$ cat src/rtl/prqs_pkg.sv
package prqs_pkg;

    // Field widths fixed by the item format
    localparam int ID_W      = 6;
    localparam int PRIO_W    = 5;
    localparam int CNT_W     = 7;
    localparam int QUANT_W   = 8;
    localparam int THR_W     = 32;
    localparam int MODE_W    = 2;

    // Default sizing
    localparam int NUM_PRIORITIES_DEF = 32;
    localparam int MAX_THREADS_DEF    = 64;

    // Configuration port
    localparam int CFG_IDX_W  = 2;
    localparam int CFG_DATA_W = 32;

    localparam logic [CFG_IDX_W-1:0] REG_QUANTUM     = 2'd0;
    localparam logic [CFG_IDX_W-1:0] REG_BOOST_THR   = 2'd1;
    localparam logic [CFG_IDX_W-1:0] REG_BOOST_LIMIT = 2'd2;

    localparam logic [QUANT_W-1:0] QUANTUM_RST     = 8'd8;
    localparam logic [THR_W-1:0]   BOOST_THR_RST   = 32'd32;
    localparam logic [PRIO_W-1:0]  BOOST_LIMIT_RST = 5'd3;

    // Operation codes
    localparam logic [MODE_W-1:0] MODE_ENQ     = 2'd0;
    localparam logic [MODE_W-1:0] MODE_PICK    = 2'd1;
    localparam logic [MODE_W-1:0] MODE_RESCHED = 2'd2;

    localparam logic [CNT_W-1:0] CNT_MAX = 7'd127;

    // One request beat
    typedef struct packed {
        logic [MODE_W-1:0]  mode;
        logic [ID_W-1:0]    thread_id;
        logic               running;
        logic               dead;
        logic [PRIO_W-1:0]  cur_prio;
        logic [PRIO_W-1:0]  base_prio;
        logic [THR_W-1:0]   sleep_ticks;
        logic [QUANT_W-1:0] quantum_used;
    } t_item;

    // One result beat
    typedef struct packed {
        logic [ID_W-1:0]   next_thread;
        logic              next_valid;
        logic              keep_current;
        logic              enqueued;
        logic [PRIO_W-1:0] new_priority;
        logic [CNT_W-1:0]  ready_count;
    } t_result;

    // Controller to datapath
    typedef struct packed {
        logic load_in;
        logic rd_tail_q;
        logic set_keep;
        logic enq_wr;
        logic pick_rd;
        logic pick_chk;
        logic pick_wr;
        logic out_load;
    } t_cmd;

    // Datapath to controller
    typedef struct packed {
        logic [MODE_W-1:0] mode;
        logic              enq_ok;
        logic              keep_ok;
        logic              running;
        logic              mask_empty;
        logic              head_eq_tail;
        logic              out_free;
    } t_sts;

endpackage

$ cat src/rtl/prqs_ram.sv
module prqs_ram #(
    parameter int WIDTH = 8,
    parameter int DEPTH = 16,
    localparam int AW = (DEPTH > 1) ? $clog2(DEPTH) : 1
) (
    input  logic             i_clk,
    input  logic             i_we,
    input  logic [AW-1:0]    i_waddr,
    input  logic [WIDTH-1:0] i_wdata,
    input  logic             i_re,
    input  logic [AW-1:0]    i_raddr,
    output logic [WIDTH-1:0] o_rdata
);

    logic [WIDTH-1:0] r_mem [DEPTH];
    logic [WIDTH-1:0] r_rdata;

    always_ff @(posedge i_clk) begin
        if (i_we) begin
            r_mem[i_waddr] <= i_wdata;
        end
        if (i_re) begin
            r_rdata <= r_mem[i_raddr];
        end
    end

    assign o_rdata = r_rdata;

endmodule

$ cat src/rtl/prqs_ctrl.sv
module prqs_ctrl
    import prqs_pkg::*;
(
    input  logic i_clk,
    input  logic i_rst_n,
    input  logic i_in_valid,
    output logic o_in_ready,
    input  t_sts i_sts,
    output t_cmd o_cmd
);

    localparam logic [2:0] S_IDLE     = 3'd0;
    localparam logic [2:0] S_DECIDE   = 3'd1;
    localparam logic [2:0] S_ENQ_WR   = 3'd2;
    localparam logic [2:0] S_PICK_RD  = 3'd3;
    localparam logic [2:0] S_PICK_CHK = 3'd4;
    localparam logic [2:0] S_PICK_WR  = 3'd5;
    localparam logic [2:0] S_DONE     = 3'd6;

    logic [2:0] r_state;
    logic [2:0] n_state;

    always_ff @(posedge i_clk) begin
        if (!i_rst_n) begin
            r_state <= S_IDLE;
        end else begin
            r_state <= n_state;
        end
    end

    assign o_in_ready = (r_state == S_IDLE);

    // Sequencer: one operation step per state
    always_comb begin
        n_state = r_state;
        o_cmd   = '0;
        case (r_state)
            S_IDLE: begin
                if (i_in_valid) begin
                    o_cmd.load_in = 1'b1;
                    n_state       = S_DECIDE;
                end
            end
            S_DECIDE: begin
                // tail of the target level is fetched in case an enqueue follows
                o_cmd.rd_tail_q = 1'b1;
                case (i_sts.mode)
                    MODE_ENQ: n_state = i_sts.enq_ok ? S_ENQ_WR : S_DONE;
                    MODE_PICK: n_state = S_PICK_RD;
                    MODE_RESCHED: begin
                        if (i_sts.keep_ok) begin
                            o_cmd.set_keep = 1'b1;
                            n_state        = S_DONE;
                        end else if (i_sts.running && i_sts.enq_ok) begin
                            n_state = S_ENQ_WR;
                        end else begin
                            n_state = S_PICK_RD;
                        end
                    end
                    default: n_state = S_DONE;
                endcase
            end
            S_ENQ_WR: begin
                o_cmd.enq_wr = 1'b1;
                n_state = (i_sts.mode == MODE_RESCHED) ? S_PICK_RD : S_DONE;
            end
            S_PICK_RD: begin
                o_cmd.pick_rd = 1'b1;
                n_state = i_sts.mask_empty ? S_DONE : S_PICK_CHK;
            end
            S_PICK_CHK: begin
                o_cmd.pick_chk = 1'b1;
                n_state = i_sts.head_eq_tail ? S_DONE : S_PICK_WR;
            end
            S_PICK_WR: begin
                o_cmd.pick_wr = 1'b1;
                n_state       = S_DONE;
            end
            S_DONE: begin
                if (i_sts.out_free) begin
                    o_cmd.out_load = 1'b1;
                    n_state        = S_IDLE;
                end
            end
            default: n_state = S_IDLE;
        endcase
    end

endmodule

$ cat src/rtl/prqs_datapath.sv
module prqs_datapath
    import prqs_pkg::*;
#(
    parameter int NUM_PRIORITIES = NUM_PRIORITIES_DEF,
    parameter int MAX_THREADS    = MAX_THREADS_DEF
) (
    input  logic                  i_clk,
    input  logic                  i_rst_n,
    input  logic                  i_cfg_we,
    input  logic [CFG_IDX_W-1:0]  i_cfg_addr,
    input  logic [CFG_DATA_W-1:0] i_cfg_wdata,
    input  t_item                 i_item,
    input  t_cmd                  i_cmd,
    output t_sts                  o_sts,
    output logic                  o_out_valid,
    input  logic                  i_out_ready,
    output t_result               o_result
);

    // Levels above 31 are never reached
    localparam int NQ  = (NUM_PRIORITIES > 32) ? 32 : NUM_PRIORITIES;
    localparam int QAW = $clog2(NQ);
    localparam int LAW = $clog2(MAX_THREADS);
    localparam logic [PRIO_W-1:0] TOP = PRIO_W'(NQ - 1);

    // Configuration registers
    logic [QUANT_W-1:0] r_quantum;
    logic [THR_W-1:0]   r_boost_thr;
    logic [PRIO_W-1:0]  r_boost_limit;

    always_ff @(posedge i_clk) begin
        if (!i_rst_n) begin
            r_quantum     <= QUANTUM_RST;
            r_boost_thr   <= BOOST_THR_RST;
            r_boost_limit <= BOOST_LIMIT_RST;
        end else if (i_cfg_we) begin
            case (i_cfg_addr)
                REG_QUANTUM:     r_quantum     <= i_cfg_wdata[QUANT_W-1:0];
                REG_BOOST_THR:   r_boost_thr   <= i_cfg_wdata[THR_W-1:0];
                REG_BOOST_LIMIT: r_boost_limit <= i_cfg_wdata[PRIO_W-1:0];
                default: ;
            endcase
        end
    end

    // Captured request
    t_item r_in;

    always_ff @(posedge i_clk) begin
        if (i_cmd.load_in) begin
            r_in <= i_item;
        end
    end

    // Queue state
    logic [NQ-1:0]    r_mask;
    logic [CNT_W-1:0] r_count;
    logic [QAW-1:0]   r_p;

    // Working result
    logic [ID_W-1:0]   r_nt;
    logic              r_nv;
    logic              r_keep;
    logic              r_enq;
    logic [PRIO_W-1:0] r_prio;

    // Highest non-empty level
    logic [QAW-1:0] hr;
    logic           mask_empty;

    always_comb begin
        hr = '0;
        for (int i = 0; i < NQ; i++) begin
            if (r_mask[i]) begin
                hr = QAW'(i);
            end
        end
    end

    assign mask_empty = (r_mask == '0);

    // Priority adjustment: boost after a long sleep, else decay toward base
    logic [PRIO_W:0]   lim;
    logic [PRIO_W-1:0] adj;
    logic [PRIO_W-1:0] q;
    logic [QAW-1:0]    q_addr;

    always_comb begin
        lim = {1'b0, r_in.base_prio} + {1'b0, r_boost_limit};
        if (lim > {1'b0, TOP}) begin
            lim = {1'b0, TOP};
        end
        adj = r_in.cur_prio;
        if (r_in.sleep_ticks > r_boost_thr) begin
            if ({1'b0, r_in.cur_prio} < lim) begin
                adj = r_in.cur_prio + 1'b1;
            end
        end else if (r_in.cur_prio > r_in.base_prio) begin
            adj = r_in.cur_prio - 1'b1;
        end
        q = (adj > TOP) ? TOP : adj;
    end

    assign q_addr = q[QAW-1:0];

    // Memories
    logic [ID_W-1:0] head_rdata;
    logic [ID_W-1:0] tail_rdata;
    logic [ID_W-1:0] link_rdata;
    logic            q_busy;

    logic            head_we;
    logic [QAW-1:0]  head_waddr;
    logic [ID_W-1:0] head_wdata;
    logic            tail_re;
    logic [QAW-1:0]  tail_raddr;
    logic            link_we;

    assign q_busy = r_mask[q_addr];

    always_comb begin
        head_we    = 1'b0;
        head_waddr = q_addr;
        head_wdata = r_in.thread_id;
        if (i_cmd.enq_wr && !q_busy) begin
            head_we = 1'b1;
        end else if (i_cmd.pick_wr) begin
            head_we    = 1'b1;
            head_waddr = r_p;
            head_wdata = link_rdata;
        end
    end

    assign tail_re    = i_cmd.rd_tail_q || i_cmd.pick_rd;
    assign tail_raddr = i_cmd.pick_rd ? hr : q_addr;
    assign link_we    = i_cmd.enq_wr && q_busy;

    prqs_ram #(.WIDTH(ID_W), .DEPTH(NQ)) u_head_ram (
        .i_clk   (i_clk),
        .i_we    (head_we),
        .i_waddr (head_waddr),
        .i_wdata (head_wdata),
        .i_re    (i_cmd.pick_rd),
        .i_raddr (hr),
        .o_rdata (head_rdata)
    );

    prqs_ram #(.WIDTH(ID_W), .DEPTH(NQ)) u_tail_ram (
        .i_clk   (i_clk),
        .i_we    (i_cmd.enq_wr),
        .i_waddr (q_addr),
        .i_wdata (r_in.thread_id),
        .i_re    (tail_re),
        .i_raddr (tail_raddr),
        .o_rdata (tail_rdata)
    );

    prqs_ram #(.WIDTH(ID_W), .DEPTH(MAX_THREADS)) u_link_ram (
        .i_clk   (i_clk),
        .i_we    (link_we),
        .i_waddr (LAW'(tail_rdata)),
        .i_wdata (r_in.thread_id),
        .i_re    (i_cmd.pick_chk),
        .i_raddr (LAW'(head_rdata)),
        .o_rdata (link_rdata)
    );

    // Queue control state and working result
    always_ff @(posedge i_clk) begin
        if (!i_rst_n) begin
            r_mask  <= '0;
            r_count <= '0;
        end else begin
            if (i_cmd.enq_wr) begin
                r_mask[q_addr] <= 1'b1;
                if (r_count != CNT_MAX) begin
                    r_count <= r_count + 1'b1;
                end
            end
            if (i_cmd.pick_chk) begin
                if (head_rdata == tail_rdata) begin
                    r_mask[r_p] <= 1'b0;
                end
                if (r_count != '0) begin
                    r_count <= r_count - 1'b1;
                end
            end
        end
    end

    always_ff @(posedge i_clk) begin
        if (i_cmd.load_in) begin
            r_nt   <= '0;
            r_nv   <= 1'b0;
            r_keep <= 1'b0;
            r_enq  <= 1'b0;
            r_prio <= '0;
        end
        if (i_cmd.set_keep) begin
            r_keep <= 1'b1;
            r_nv   <= 1'b1;
            r_nt   <= r_in.thread_id;
        end
        if (i_cmd.enq_wr) begin
            r_enq  <= 1'b1;
            r_prio <= q;
        end
        if (i_cmd.pick_rd) begin
            r_p <= hr;
        end
        if (i_cmd.pick_chk) begin
            r_nv <= 1'b1;
            r_nt <= head_rdata;
        end
    end

    // Output register
    logic r_out_valid;

    always_ff @(posedge i_clk) begin
        if (!i_rst_n) begin
            r_out_valid <= 1'b0;
        end else if (i_cmd.out_load) begin
            r_out_valid <= 1'b1;
        end else if (i_out_ready) begin
            r_out_valid <= 1'b0;
        end
    end

    always_ff @(posedge i_clk) begin
        if (i_cmd.out_load) begin
            o_result.next_thread  <= r_nt;
            o_result.next_valid   <= r_nv;
            o_result.keep_current <= r_keep;
            o_result.enqueued     <= r_enq;
            o_result.new_priority <= r_prio;
            o_result.ready_count  <= r_count;
        end
    end

    assign o_out_valid = r_out_valid;

    // Status to the controller
    assign o_sts.mode         = r_in.mode;
    assign o_sts.enq_ok       = !r_in.dead && (32'(r_in.thread_id) < MAX_THREADS);
    assign o_sts.keep_ok      = r_in.running
                                && (mask_empty || (PRIO_W'(hr) <= r_in.cur_prio))
                                && (r_in.quantum_used < r_quantum);
    assign o_sts.running      = r_in.running;
    assign o_sts.mask_empty   = mask_empty;
    assign o_sts.head_eq_tail = (head_rdata == tail_rdata);
    assign o_sts.out_free     = !r_out_valid || i_out_ready;

endmodule

$ cat src/rtl/priority_ready_queue_scheduler_core.sv
// Channel   Dir  Handshake                     Payload
// s_axis    in   s_axis_tvalid/s_axis_tready   tdata request fields, tuser mode
// m_axis    out  m_axis_tvalid/m_axis_tready   tdata thread/prio/count, tuser flags
// cfg       in   i_cfg_we (no wait)            i_cfg_addr, i_cfg_wdata
//
// One request at a time, taken in S_IDLE; each passes S_DECIDE and loads the result in
// S_DONE. A kept thread, a dead enqueue or the unused mode go straight to S_DONE, an
// enqueue via S_ENQ_WR, a pick via S_PICK_RD, S_PICK_CHK and S_PICK_WR (the last two as needed)
// and a requeueing reschedule via S_ENQ_WR and the pick, over the head, tail and link RAMs.
// Reset is synchronous and active low; it empties all levels and zeroes the ready count.
// A waiting result stalls the engine only at the end of the following request beat.
module priority_ready_queue_scheduler_core
    import prqs_pkg::*;
#(
    parameter int NUM_PRIORITIES = NUM_PRIORITIES_DEF,
    parameter int MAX_THREADS    = MAX_THREADS_DEF
) (
    input  logic                  i_clk,
    input  logic                  i_rst_n,
    // request stream
    input  logic                  s_axis_tvalid,
    output logic                  s_axis_tready,
    // thread_id[5:0], thread_running[6], thread_dead[7], current_priority[12:8],
    // base_priority[17:13], sleep_ticks[49:18], quantum_used[57:50], zero[63:58]
    input  logic [63:0]           s_axis_tdata,
    // mode[1:0]
    input  logic [MODE_W-1:0]     s_axis_tuser,
    // result stream
    output logic                  m_axis_tvalid,
    input  logic                  m_axis_tready,
    // next_thread[5:0], new_priority[10:6], ready_count[17:11], zero[23:18]
    output logic [23:0]           m_axis_tdata,
    // next_valid[0], keep_current[1], enqueued[2]
    output logic [2:0]            m_axis_tuser,
    // configuration writes
    input  logic                  i_cfg_we,
    input  logic [CFG_IDX_W-1:0]  i_cfg_addr,
    input  logic [CFG_DATA_W-1:0] i_cfg_wdata
);

    t_item   item;
    t_result result;
    t_cmd    cmd;
    t_sts    sts;

    // Unpack request beat
    assign item.mode         = s_axis_tuser;
    assign item.thread_id    = s_axis_tdata[5:0];
    assign item.running      = s_axis_tdata[6];
    assign item.dead         = s_axis_tdata[7];
    assign item.cur_prio     = s_axis_tdata[12:8];
    assign item.base_prio    = s_axis_tdata[17:13];
    assign item.sleep_ticks  = s_axis_tdata[49:18];
    assign item.quantum_used = s_axis_tdata[57:50];

    prqs_ctrl u_ctrl (
        .i_clk      (i_clk),
        .i_rst_n    (i_rst_n),
        .i_in_valid (s_axis_tvalid),
        .o_in_ready (s_axis_tready),
        .i_sts      (sts),
        .o_cmd      (cmd)
    );

    prqs_datapath #(
        .NUM_PRIORITIES (NUM_PRIORITIES),
        .MAX_THREADS    (MAX_THREADS)
    ) u_datapath (
        .i_clk       (i_clk),
        .i_rst_n     (i_rst_n),
        .i_cfg_we    (i_cfg_we),
        .i_cfg_addr  (i_cfg_addr),
        .i_cfg_wdata (i_cfg_wdata),
        .i_item      (item),
        .i_cmd       (cmd),
        .o_sts       (sts),
        .o_out_valid (m_axis_tvalid),
        .i_out_ready (m_axis_tready),
        .o_result    (result)
    );

    // Pack result beat
    assign m_axis_tdata = {6'd0, result.ready_count, result.new_priority, result.next_thread};
    assign m_axis_tuser = {result.enqueued, result.keep_current, result.next_valid};

endmodule
$ cat config.mk
export PLATFORM = sky130hd
export DESIGN_NAME = priority_ready_queue_scheduler_core
export DESIGN_NICKNAME = d
export VERILOG_FILES = /design/src/rtl/prqs_pkg.sv /design/src/rtl/prqs_ram.sv /design/src/rtl/prqs_ctrl.sv /design/src/rtl/prqs_datapath.sv /design/src/rtl/priority_ready_queue_scheduler_core.sv
export SDC_FILE = /design/constraint.sdc
export NUM_CORES = 1
export LEC_CHECK = 0
export BUFFER_PORTS_ARGS = -buffer_cell sky130_fd_sc_hd__buf_2
export CORE_MARGIN = 8
export CORE_UTILIZATION = 40
export DETAILED_ROUTE_END_ITERATION = 12
export GPL_TIMING_DRIVEN = 0
export HOLD_SLACK_MARGIN = 0.1
export MAX_ROUTING_LAYER = met4
export SLEW_MARGIN = 20
export SYNTH_ARGS = -nofsm -noshare
export SYNTH_HDL_FRONTEND = slang
export SYNTH_SLANG_ARGS = --single-unit
$ cat constraint.sdc
create_clock -name i_clk -period 4.8 [get_ports i_clk]
set_input_delay 0.72 -clock i_clk [delete_from_list [all_inputs] [get_ports i_clk]]
set_output_delay 0.72 -clock i_clk [all_outputs]
set_load 0.05 [all_outputs]
After elaboration in Yosys (flattened, before gate mapping)
Memory sizes are Yosys's and may differ from the RTL's. A register that Yosys moved wholly into a read port is not among the register bits.
Cells that the tools add are included.
{ "classes": {"bitwise": 3, "addsub": 5, "magnitude_cmp": 11, "muxes": 91, "n_reduce_logical": 26, "n_eq_ne": 14} }
{ "ops": {"columns": ["operator", "count"], "rows": [
  ["$mux 32", 4],
  ["$mux 5", 25],
  ["$mux 6", 6],
  ["$and 32x32->32", 1],
  ["$gt 32x32->1", 1],
  ["$logic_not 32->1", 1],
  ["$mux 4", 8],
  ["$not 32->32", 1],
  ["$or 32x32->32", 1],
  ["$mux 7", 4],
  ["$mux 3", 9],
  ["$mux 1", 25],
  ["$pmux 3 s7", 1],
  ["$lt 5x6->1 const B", 2],
  ["$demux 1 s5", 2],
  ["$ge 5x1->1 const B", 2],
  ["$mux 2", 5],
  ["$eq 3x3->1 const B", 3],
  ["$pmux 3 s3", 1],
  ["$lt 8x8->1", 1],
  ["$reduce_and 2->1", 4],
  ["$add 7x1->7 const B", 1],
  ["$logic_and 1x1->1", 7],
  ["$ne 7x7->1 const B", 1],
  ["24 further kinds", 34]
]} }
{ "word_totals": {"mem_bits_rw": 768, "in_bits": 105, "memories": 3, "wordCells": 180, "register_bits": 188} }
{ "mem_list": {"columns": ["name", "words", "width", "read_ports", "rd_clocked_by_memory_dff", "wr", "line_no", "source"], "rows": [
  ["u_datapath.u_link_ram.r_mem", 64, 6, 1, 1, 1, "prqs_ram.sv:15", "logic [WIDTH-1:0] r_mem [DEPTH];"],
  ["u_datapath.u_head_ram.r_mem", 32, 6, 1, 1, 1, "prqs_ram.sv:15", null],
  ["u_datapath.u_tail_ram.r_mem", 32, 6, 1, 1, 1, "prqs_ram.sv:15", null]
]} }

Depth between registers and ports, before layout
Gate-level depths: netlist of run 1.
{ "logic_depth": {"ltp_word": 40, "depth_mapped": 24, "depth_no_buf": 21} }

By module
Synthesis of run 1 repeated with hierarchy kept, for this count alone.
{ "unflattened": {"cells_unflattened": 2400, "area_unflattened_um2": 40711.5} }
{ "by_module_without_submodules": {"columns": ["module", "n_inst", "cells_per_inst", "area_per_inst_um2", "seq_area_each_um2"], "rows": [
  ["prqs_ram (u_datapath.u_head_ram ...)", 2, 323, 7649.8, 5945.7],
  ["prqs_ram (u_datapath.u_link_ram)", 1, 720, 15285.9, 11711.2],
  ["prqs_datapath", 1, 984, 9751.9, 4674.5],
  ["prqs_ctrl", 1, 43, 325.3, 60.1],
  ["priority_ready_queue_scheduler_core", 1, 7, 48.8, 0.0]
]} }

Least setup slack after synthesis of run 1
No wires, ideal clock.
{ "synth_timing": {"path_kind": "reg-to-reg", "startpoint": "register u_datapath.r_in[41] (netlist name)", "endpoint": "memory u_datapath.u_head_ram.r_mem[0][0] (netlist name) (enable)", "required_time_ns": 4.437, "path_stages_with_launch": 20, "synth_period_minus_slack_ns": 5.037, "setup_slack_ns": -0.237, "t_arrival_ns": 4.674, "cell_sequence": "edfxtp_1 > ha_1 > a211o_1 > a21oi_1 > o21bai_1 > nor2_1 > ha_1 > a211oi_1 > nor2_1 > nor3_1 > nand3_1 > nand4_1 > a21boi_1 > mux2_2 > o211ai_1 > a21oi_2 > or3_4 > or4_1 > buf_2 > a21oi_1"} }
{ "synth_between": {"elab_chain_cells": 15, "word_cells_on_any_way": 19} }
{ "synth_rtl": {"columns": ["element", "line_no", "source"], "rows": [
  ["start, declared", "prqs_datapath.sv:47", "t_item r_in;"],
  ["start signal, assigned", "prqs_datapath.sv:51", "r_in <= i_item;"],
  ["$add 5x5->6", "prqs_datapath.sv:89", "lim = {1'b0, r_in.base_prio} + {1'b0, r_boost_limit};"],
  ["$gt 6x5->1", "prqs_datapath.sv:90", "if (lim > {1'b0, TOP}) begin"],
  ["$mux 6", "prqs_datapath.sv:90", null],
  ["$lt 5x6->1", "prqs_datapath.sv:95", "if ({1'b0, r_in.cur_prio} < lim) begin"],
  ["$mux 5", "prqs_datapath.sv:95", null],
  ["$mux 5 (*)", "prqs_datapath.sv:94", "if (r_in.sleep_ticks > r_boost_thr) begin"],
  ["$gt 5x5->1", "prqs_datapath.sv:101", "q = (adj > TOP) ? TOP : adj;"],
  ["$mux 5 (*)", "prqs_datapath.sv:101", null],
  ["$bmux 1 s5", "prqs_datapath.sv:119", "assign q_busy = r_mask[q_addr];"],
  ["$mux 1 (not written as such)", "prqs_datapath.sv:119", null],
  ["$logic_not 1->1", "prqs_datapath.sv:125", "if (i_cmd.enq_wr && !q_busy) begin"],
  ["$logic_and 1x1->1", "prqs_datapath.sv:125", null],
  ["$mux 1", "prqs_datapath.sv:125", null],
  ["$mux 1", "prqs_ram.sv:19", "if (i_we) begin"],
  ["$mux 1 (not written as such)", "prqs_ram.sv:20", "r_mem[i_waddr] <= i_wdata;"],
  ["end, declared", "prqs_ram.sv:15", null]
]} }
Mark *: on every way between the ends. The rest lies on a longest branch, timed or not. The select of a mux whose other input is x is not followed.

Worst setup path after layout of run 1
{ "layout_timing": {"startpoint": "register u_datapath.r_in[40] (netlist name)", "endpoint": "memory u_datapath.u_link_ram.r_mem[59][0] (netlist name) (enable)"} }
{ "layout_between": {"elab_chain_cells": 13, "word_cells_on_any_way": 15} }
{ "layout_rtl": {"columns": ["element", "line_no", "source"], "rows": [
  ["$add 5x5->6", "prqs_datapath.sv:89", null],
  ["$gt 6x5->1", "prqs_datapath.sv:90", null],
  ["$mux 6", "prqs_datapath.sv:90", null],
  ["$lt 5x6->1", "prqs_datapath.sv:95", null],
  ["$mux 5", "prqs_datapath.sv:95", null],
  ["$mux 5 (*)", "prqs_datapath.sv:94", null],
  ["$gt 5x5->1", "prqs_datapath.sv:101", null],
  ["$mux 5 (*)", "prqs_datapath.sv:101", null],
  ["$bmux 1 s5 (*)", "prqs_datapath.sv:119", null],
  ["$mux 1 (not written as such) (*)", "prqs_datapath.sv:119", null],
  ["$logic_and 1x1->1 (*)", "prqs_datapath.sv:136", "assign link_we = i_cmd.enq_wr && q_busy;"],
  ["$mux 1 (*)", "prqs_ram.sv:19", null],
  ["$mux 1 (not written as such) (*)", "prqs_ram.sv:20", null],
  ["end, declared", "prqs_ram.sv:15", null]
]} }
Marked as above.

==> flow_summary.json, run 1 <==
{
  "outcome": "finished, violations left",
  "violations": "negative setup slack",
  "fmax_mhz": 195,
  "yosysTopAreaCell": "edfxtp_1",
  "cts_buffer_depth": 3,
  "wl_mm": 116,
  "crit_required_ns": 5.18,
  "clock_sinks": 974,
  "gp_congestion": 0.927,
  "h-tree-depth": 3,
  "finalClockSkew_ns": 0.0290,
  "initial_utilization_pct": 40.3,
  "cts_inserted_buffers": 104,
  "tightestPinTransition_ns": 1.21,
  "ant_nets": 0,
  "pre_cts_ws_ns": -1.87,
  "grt_max_degree": 61,
  "die_w_um": 336,
  "worstHoldPathType": "in -> reg",
  "maxCapViolCount": 0,
  "seq_area_frac_synth_pct": 69.1,
  "synthArstFlopShare_pct": 0,
  "crit_arrival_ns": 5.52,
  "clock_latency_ns": 0.67,
  "final_cell_mix": "edfxtp_1, nand2_1, mux4_2",
  "drt-initial-drc-count": 2964,
  "ios": 134,
  "place_inst": 4187,
  "cp-end-kind": "flop",
  "synth-xor-area-share_pct": 0.299,
  "clk_pin_slew_ns": 0.06,
  "dieArea_um2": 113000,
  "overflow": 0,
  "fin_crit_ns": 5.14,
  "cts_tree": "built",
  "vias_per_cell": 5.73,
  "fin_cells": 4495,
  "vias": 25800,
  "wl_per_cell_um": 25.8,
  "nets": 3206,
  "ys_ff_latch": 974,
  "hold_buffers": 0,
  "yosys-top-cells-area": "edfxtp_1, mux4_2, dfxtp_1",
  "coreArea_um2": 102000,
  "slew_viol_final": 0,
  "rows": 117,
  "utilization_pct": 49.8,
  "cellLeakagePower_nw": 18.0,
  "startpoint_type": "flop",
  "synth-adder-area-share_pct": 1.94,
  "worst_slack_ns": -0.339,
  "syn_area_per_cell_um2": 15.4,
  "synth-main-ff-cell": "edfxtp_1",
  "dpl.hpwl_mm": 78.4,
  "timing.final.crit_share_pct": 107,
  "maxSlewHeadroom_pct": 19.2,
  "synth_edf_count": 883,
  "grt_use_total_pct": 20.6,
  "fillers": 8395,
  "grt_pass1_vias": 25700,
  "clockRootBuffer": "clkbuf_16",
  "yosys.area.top_type_share_pct": 64.7,
  "drc": 0,
  "rsz0062_at_grt": "true",
  "synthMuxAreaShare_pct": 11.3,
  "netlist-cell-type-count": 82,
  "die_y_um": 336,
  "synth-compound-area-share_pct": 7.59,
  "port_buffers": 120,
  "total_power_mw": 29.5,
  "synthCells": 2662,
  "synth_top_family_by_area": "multiplexers",
  "pwr_density_cell_nw_per_um2": 583,
  "grt_first_pass_wirelength_mm": 170,
  "final_common_cell": "edfxtp_1",
  "area_delta_synth_final_pct": 23.5,
  "hold_violations": 0,
  "first_pass_iters": 6,
  "setup_viol": 765,
  "synth_area_um2": 41000,
  "setup.worst_path.class": "reg -> reg",
  "antenna_found_initial": 1,
  "peakVddDrop_v": 0.000301,
  "drive_above_1_share_pct": 27.6,
  "synthSimpleGateAreaFrac_pct": 7.47,
  "cp_max_fo": 7,
  "yosys_warnings": 0
}
==> Yosys cell counts (9+ instances only) <==
cell type,instances
o21ai_0,37
xnor2_1,9
nor2b_1,25
nand4_1,20
a22o_1,9
mux2i_1,134
or3_1,10
a311oi_1,15
buf_1,31
nand2_1,256
nand3_1,82
o211ai_1,22
nor2_1,105
nor3_1,77
a21oi_1,115
mux2_2,12
mux4_2,140
clkbuf_1,90
a211oi_1,44
and2_1,22
a21boi_0,35
buf_2,22
and3_1,13
a32oi_1,13
a21o_1,27
edfxtp_1,883
nor4_1,9
ha_1,62
o221a_2,32
inv_1,77
a31oi_1,11
dfxtp_1,91
==> flip-flops by register name, indices dropped and copies added (netlist names), 6 cells and up <==
register                       cells
u_datapath.u_head_ram.r_mem      192
u_datapath.u_link_ram.o_rdata      6
u_datapath.u_tail_ram.o_rdata      6
u_datapath.r_mask                 32
u_datapath.r_boost_thr            32
u_datapath.r_count                 7
u_datapath.u_head_ram.o_rdata      6
u_datapath.o_result               21
u_datapath.r_in                   57
u_datapath.u_link_ram.r_mem      384
u_datapath.r_nt                    6
u_datapath.r_quantum               8
u_datapath.u_tail_ram.r_mem      192
==> path summary, 6_finish.rpt <==
check | start | end | slack (ns) | depth (start not counted)
worst max-delay path | u_datapath.r_in[40]$_DFFE_PP_ | u_datapath.u_link_ram.r_mem[59][0]$_DFFE_PP_ | -0.34 | 27
worst min-delay path | s_axis_tdata[18] | u_datapath.r_in[8]$_DFFE_PP_ | 0.22 | 1
worst max register to register | u_datapath.r_in[40]$_DFFE_PP_ | u_datapath.u_link_ram.r_mem[59][0]$_DFFE_PP_ | -0.34 | 27
worst min register to register | u_datapath.r_prio[2]$_SDFFCE_PN0P_ | u_datapath.o_result[9]$_DFFE_PP_ | 0.42 | 0
==> worst max-delay path: stages (launching register included) <==
cell and delay (ns):
edfxtp_1 0.44, ha_4 0.20, inv_2 0.05, fa_2 0.19, inv_1 0.04, a21o_1 0.15, a21oi_2 0.16, xnor2_2 0.14
nor2_1 0.08, ha_1 0.29, o21ai_0 0.08, nor2_1 0.08, nor3_2 0.18, buf_4 0.17, and2_4 0.17, nand4_1 0.16
mux2i_4 0.21, buf_12 0.15, xnor2_4 0.20, nand3_4 0.15, or3_4 0.42, o31ai_4 0.13, nor3_4 0.11, buf_6 0.16
clkbuf_16 0.18, clkbuf_16 0.18, nor3_4 0.23, buf_12 0.16
==> area by class of cell <==
class                           count  area [um2]  area share [%]
Sequential cell                   974       28300            55.9
Multi-Input combinational cell   1464       13400            26.5
Clock buffer                      142        2870            5.67
Timing Repair Buffer              270        2680            5.30
Tap cell                         1368        1710            3.38
Buffer                            144         835            1.65
Clock inverter                     52         483           0.953
Inverter                           80         305           0.603
Antenna cell                        1        2.50         0.00494
==> repair_timing <==
item | CTS | global route
resized for setup | 267 | 70
hold endpoints to repair | 0 | 0
cloned | 2 | 6
endpoints found under the setup margin | 827 | 817
pin swaps | 122 | 22
buffers inserted | 100 | 18
==> logic make-up (layout without fill, tap and decap cells) <==
family / after synthesis / in the layout
xor gates and xnor gates: 14 / 14
buffers and inverters: 230 / 688
DFF: 974 / 974
other: 1 / 7
and+or+nand+nor: 655 / 656
muxes: 287 / 287
AOI/OAI and AO/OA: 438 / 438
adders and majority gates: 63 / 63
==> metrics by stage <==
stage | area [um2] | TNS [ns] | hold WS [ns]
floorplan | 41400 | -47.14 | 0.400
global placement | 43700 | -937.47 | 0.405
detailed placement | 44300 | -988.54 | 0.405
CTS | 50100 | -129.84 | 0.171
global route | 50700 | -321.49 | 0.190
finish | 50700 | -185.96 | 0.220
==> power by group <==
part           internal, mW  switching (mW)  leakage [nW]  total [mW]
sequential             10.3           0.271          8.71        10.5
clock                  4.61            3.28          1.65        7.89
combinational          3.93            7.15          7.60        11.1
==> per-layer routing <==
layer  GRT usage [%]  wire (um)  vias to the layer above
met5               -          0                        -
met4            6.01       3330                        0
met3            3.52       9450                      226
met2            32.1      54700                     1196
met1            28.0      48600                    13100
li1                -          -                    11300
Note: power is estimated with default switching activity, not from simulation.
==> run 2, diff against run 1 <==
--- a/config.mk
+++ b/config.mk
@@ -6,12 +6,16 @@
 export NUM_CORES = 1
 export LEC_CHECK = 0
 export BUFFER_PORTS_ARGS = -buffer_cell sky130_fd_sc_hd__buf_2
+export CELL_PAD_IN_SITES_DETAIL_PLACEMENT = 1
+export CELL_PAD_IN_SITES_GLOBAL_PLACEMENT = 2
 export CORE_MARGIN = 8
-export CORE_UTILIZATION = 40
+export CORE_UTILIZATION = 42
+export CTS_CLUSTER_SIZE = 12
 export DETAILED_ROUTE_END_ITERATION = 12
 export GPL_TIMING_DRIVEN = 0
 export HOLD_SLACK_MARGIN = 0.1
 export MAX_ROUTING_LAYER = met4
+export PLACE_DENSITY_LB_ADDON = 0.1
 export SLEW_MARGIN = 20
 export SYNTH_ARGS = -nofsm -noshare
 export SYNTH_HDL_FRONTEND = slang
==> flow_summary.json, run 2 (synthesis results as in run 1) <==
{
  "outcome": "finished, violations left",
  "violations": "negative setup slack",
  "clock_latency_ns": 0.69,
  "coreArea_um2": 96700,
  "peakVddDrop_v": 0.000388,
  "crit_family": "simple AND/OR/NAND/NOR gates",
  "whs_ns": 0.209,
  "gp_congestion": 0.875,
  "multi_input_area_um2": 13200,
  "worst_slack_ns": -0.604,
  "final_cell_mix": "edfxtp_1, nand2_1, mux4_2",
  "die_w_um": 328,
  "seqPwrFrac_pct": 35.8,
  "crit_chain": "ha_1, nand2_2, nor4_4, o311ai_1, and4_1, buf_2, o21ai_1, nand3_2, buf_6, buf_6, nand2_2, mux4_2, a41o_4, buf_12, or4_1, buf_6, a21oi_4",
  "swShare_pct": 36.7,
  "worstHoldPathType": "in -> reg",
  "switchingPower_mw": 10.8,
  "place_inst": 4097,
  "vias_per_cell": 5.81,
  "drc": 0,
  "setup_viol": 760,
  "clock_sinks": 974,
  "grt_use_total_pct": 23.2,
  "wl_per_cell_um": 28.4,
  "p_int_mw": 18.7,
  "fin_cells": 4336,
  "dieArea_um2": 108000,
  "seqCellArea_um2": 28300,
  "cts_tree": "built",
  "cp-end-kind": "flop",
  "top_regs": "u_datapath.u_link_ram.r_mem: 384 flops, u_datapath.u_head_ram.r_mem: 192 flops, u_datapath.u_tail_ram.r_mem: 192 flops",
  "nets": 3147,
  "setup.worst_path.class": "reg -> reg",
  "p_comb_share_pct": 38.6,
  "max_flop_register": "u_datapath.u_link_ram.r_mem",
  "clockPowerShare_pct": 25.7,
  "initial_utilization_pct": 42.4,
  "tightestPinTransition_ns": 1.27,
  "grt_max_degree": 33,
  "clockRootBuffer": "clkbuf_16",
  "fin_crit_ns": 5.40,
  "max_stage_delay_ns": 0.54,
  "cts_inserted_buffers": 103,
  "crit_required_ns": 5.14,
  "cp_max_fo": 8,
  "rows": 114,
  "cellLeakagePower_nw": 17.0,
  "crit_arrival_ns": 5.74,
  "grt_pass1_vias": 26400,
  "drive_above_1_share_pct": 25.9,
  "drt-initial-drc-count": 2041,
  "hold_violations": 0,
  "pre_cts_ws_ns": -2.05,
  "grt_first_pass_wirelength_mm": 181,
  "fillers": 9245,
  "ant_nets": 0,
  "fmax_mhz": 185,
  "slew_viol_final": 0,
  "maxCapViolCount": 0,
  "h-tree-depth": 3,
  "crit_buf_inv": 5,
  "ios": 134,
  "total_power_mw": 29.5,
  "clk_pin_slew_ns": 0.06,
  "pwr_density_cell_nw_per_um2": 598,
  "crit_top_cell": "buf_6",
  "largest_reg_flops": 384,
  "cts_buffer_depth": 3,
  "cp_slowest_cell": "mux4_2",
  "port_buffers": 120,
  "first_pass_iters": 5,
  "finalClockSkew_ns": 0.0245,
  "area_delta_synth_final_pct": 20.3,
  "overflow": 0,
  "startpoint_type": "flop",
  "dpl.hpwl_mm": 87.4,
  "timing.final.crit_share_pct": 113,
  "vias": 25200,
  "final_common_cell": "edfxtp_1",
  "die_y_um": 328,
  "antenna_found_initial": 4,
  "maxSlewHeadroom_pct": 14.9,
  "rsz0062_at_grt": "true",
  "tns_ns": -350.78,
  "wl_mm": 123
}
run 2: cell count changes in the layout (fill, tap and decap cells not counted), sizes merged:
cell and delta:
buf -48, clkinv -9, inv -1, diode +2, bufinv -3, clkbuf -8
run 2: stage by stage:
step	util, %	instance area, um2
floorplan	-	41400
global placement	45.1	43600
detailed placement	45.7	44200
CTS	50.1	48500
global route	51.0	49300
finish	51.0	49300
run 2: worst paths after layout:
path,start,endpoint,slack [ns],cells past startpoint
max,u_datapath.r_in[23]$_DFFE_PP_,u_datapath.u_head_ram.r_mem[19][2]$_DFFE_PP_,-0.60,17
min,s_axis_tdata[53],u_datapath.r_in[3]$_DFFE_PP_,0.21,1
max reg2reg,u_datapath.r_in[23]$_DFFE_PP_,u_datapath.u_head_ram.r_mem[19][2]$_DFFE_PP_,-0.60,17
min reg2reg,u_datapath.r_prio[3]$_SDFFCE_PN0P_,u_datapath.o_result[10]$_DFFE_PP_,0.42,0
run 2: layer usage:
layer / routed length (um) / track usage [%]
met1: 54800 / 31.3
met2: 59300 / 37.1
met3: 6120 / 3.43
met4: 3020 / 5.50
met5: 0 / -
run 2: power by group through the flow:
| stage | sequential (mW) | combinational, mW | clock [mW] |
|---|---|---|---|
| final | 10.5 | 11.4 | 7.57 |
| after detailed placement | 10.7 | 9.49 | 0 |
| after CTS | 10.5 | 10.5 | 7.71 |
| after global placement | 11.1 | 8.76 | 0 |
| after floorplan | 10.8 | 5.64 | 0 |
| after global routing | 10.6 | 12.0 | 7.98 |
run 2: cell type report:
type,count,area share [%]
clock inverters,39,0.748
clock buffers,144,5.64
multi-input cells,1464,26.9
plain buffers,145,1.73
well taps,1276,3.24
inverters,80,0.622
diodes,3,0.0152
flip-flops and latches,974,57.5
repair buffers,211,3.69
run 2: what timing repair did:
| action | in CTS | in global routing |
|---|---|---|
| endpoints found under the setup margin | 822 | 821 |
| gates resized for setup | 170 | 172 |
| hold buffers | 0 | 0 |
| cloned | 4 | 0 |
| pin swaps | 25 | 61 |
| buffers inserted | 28 | 30 |
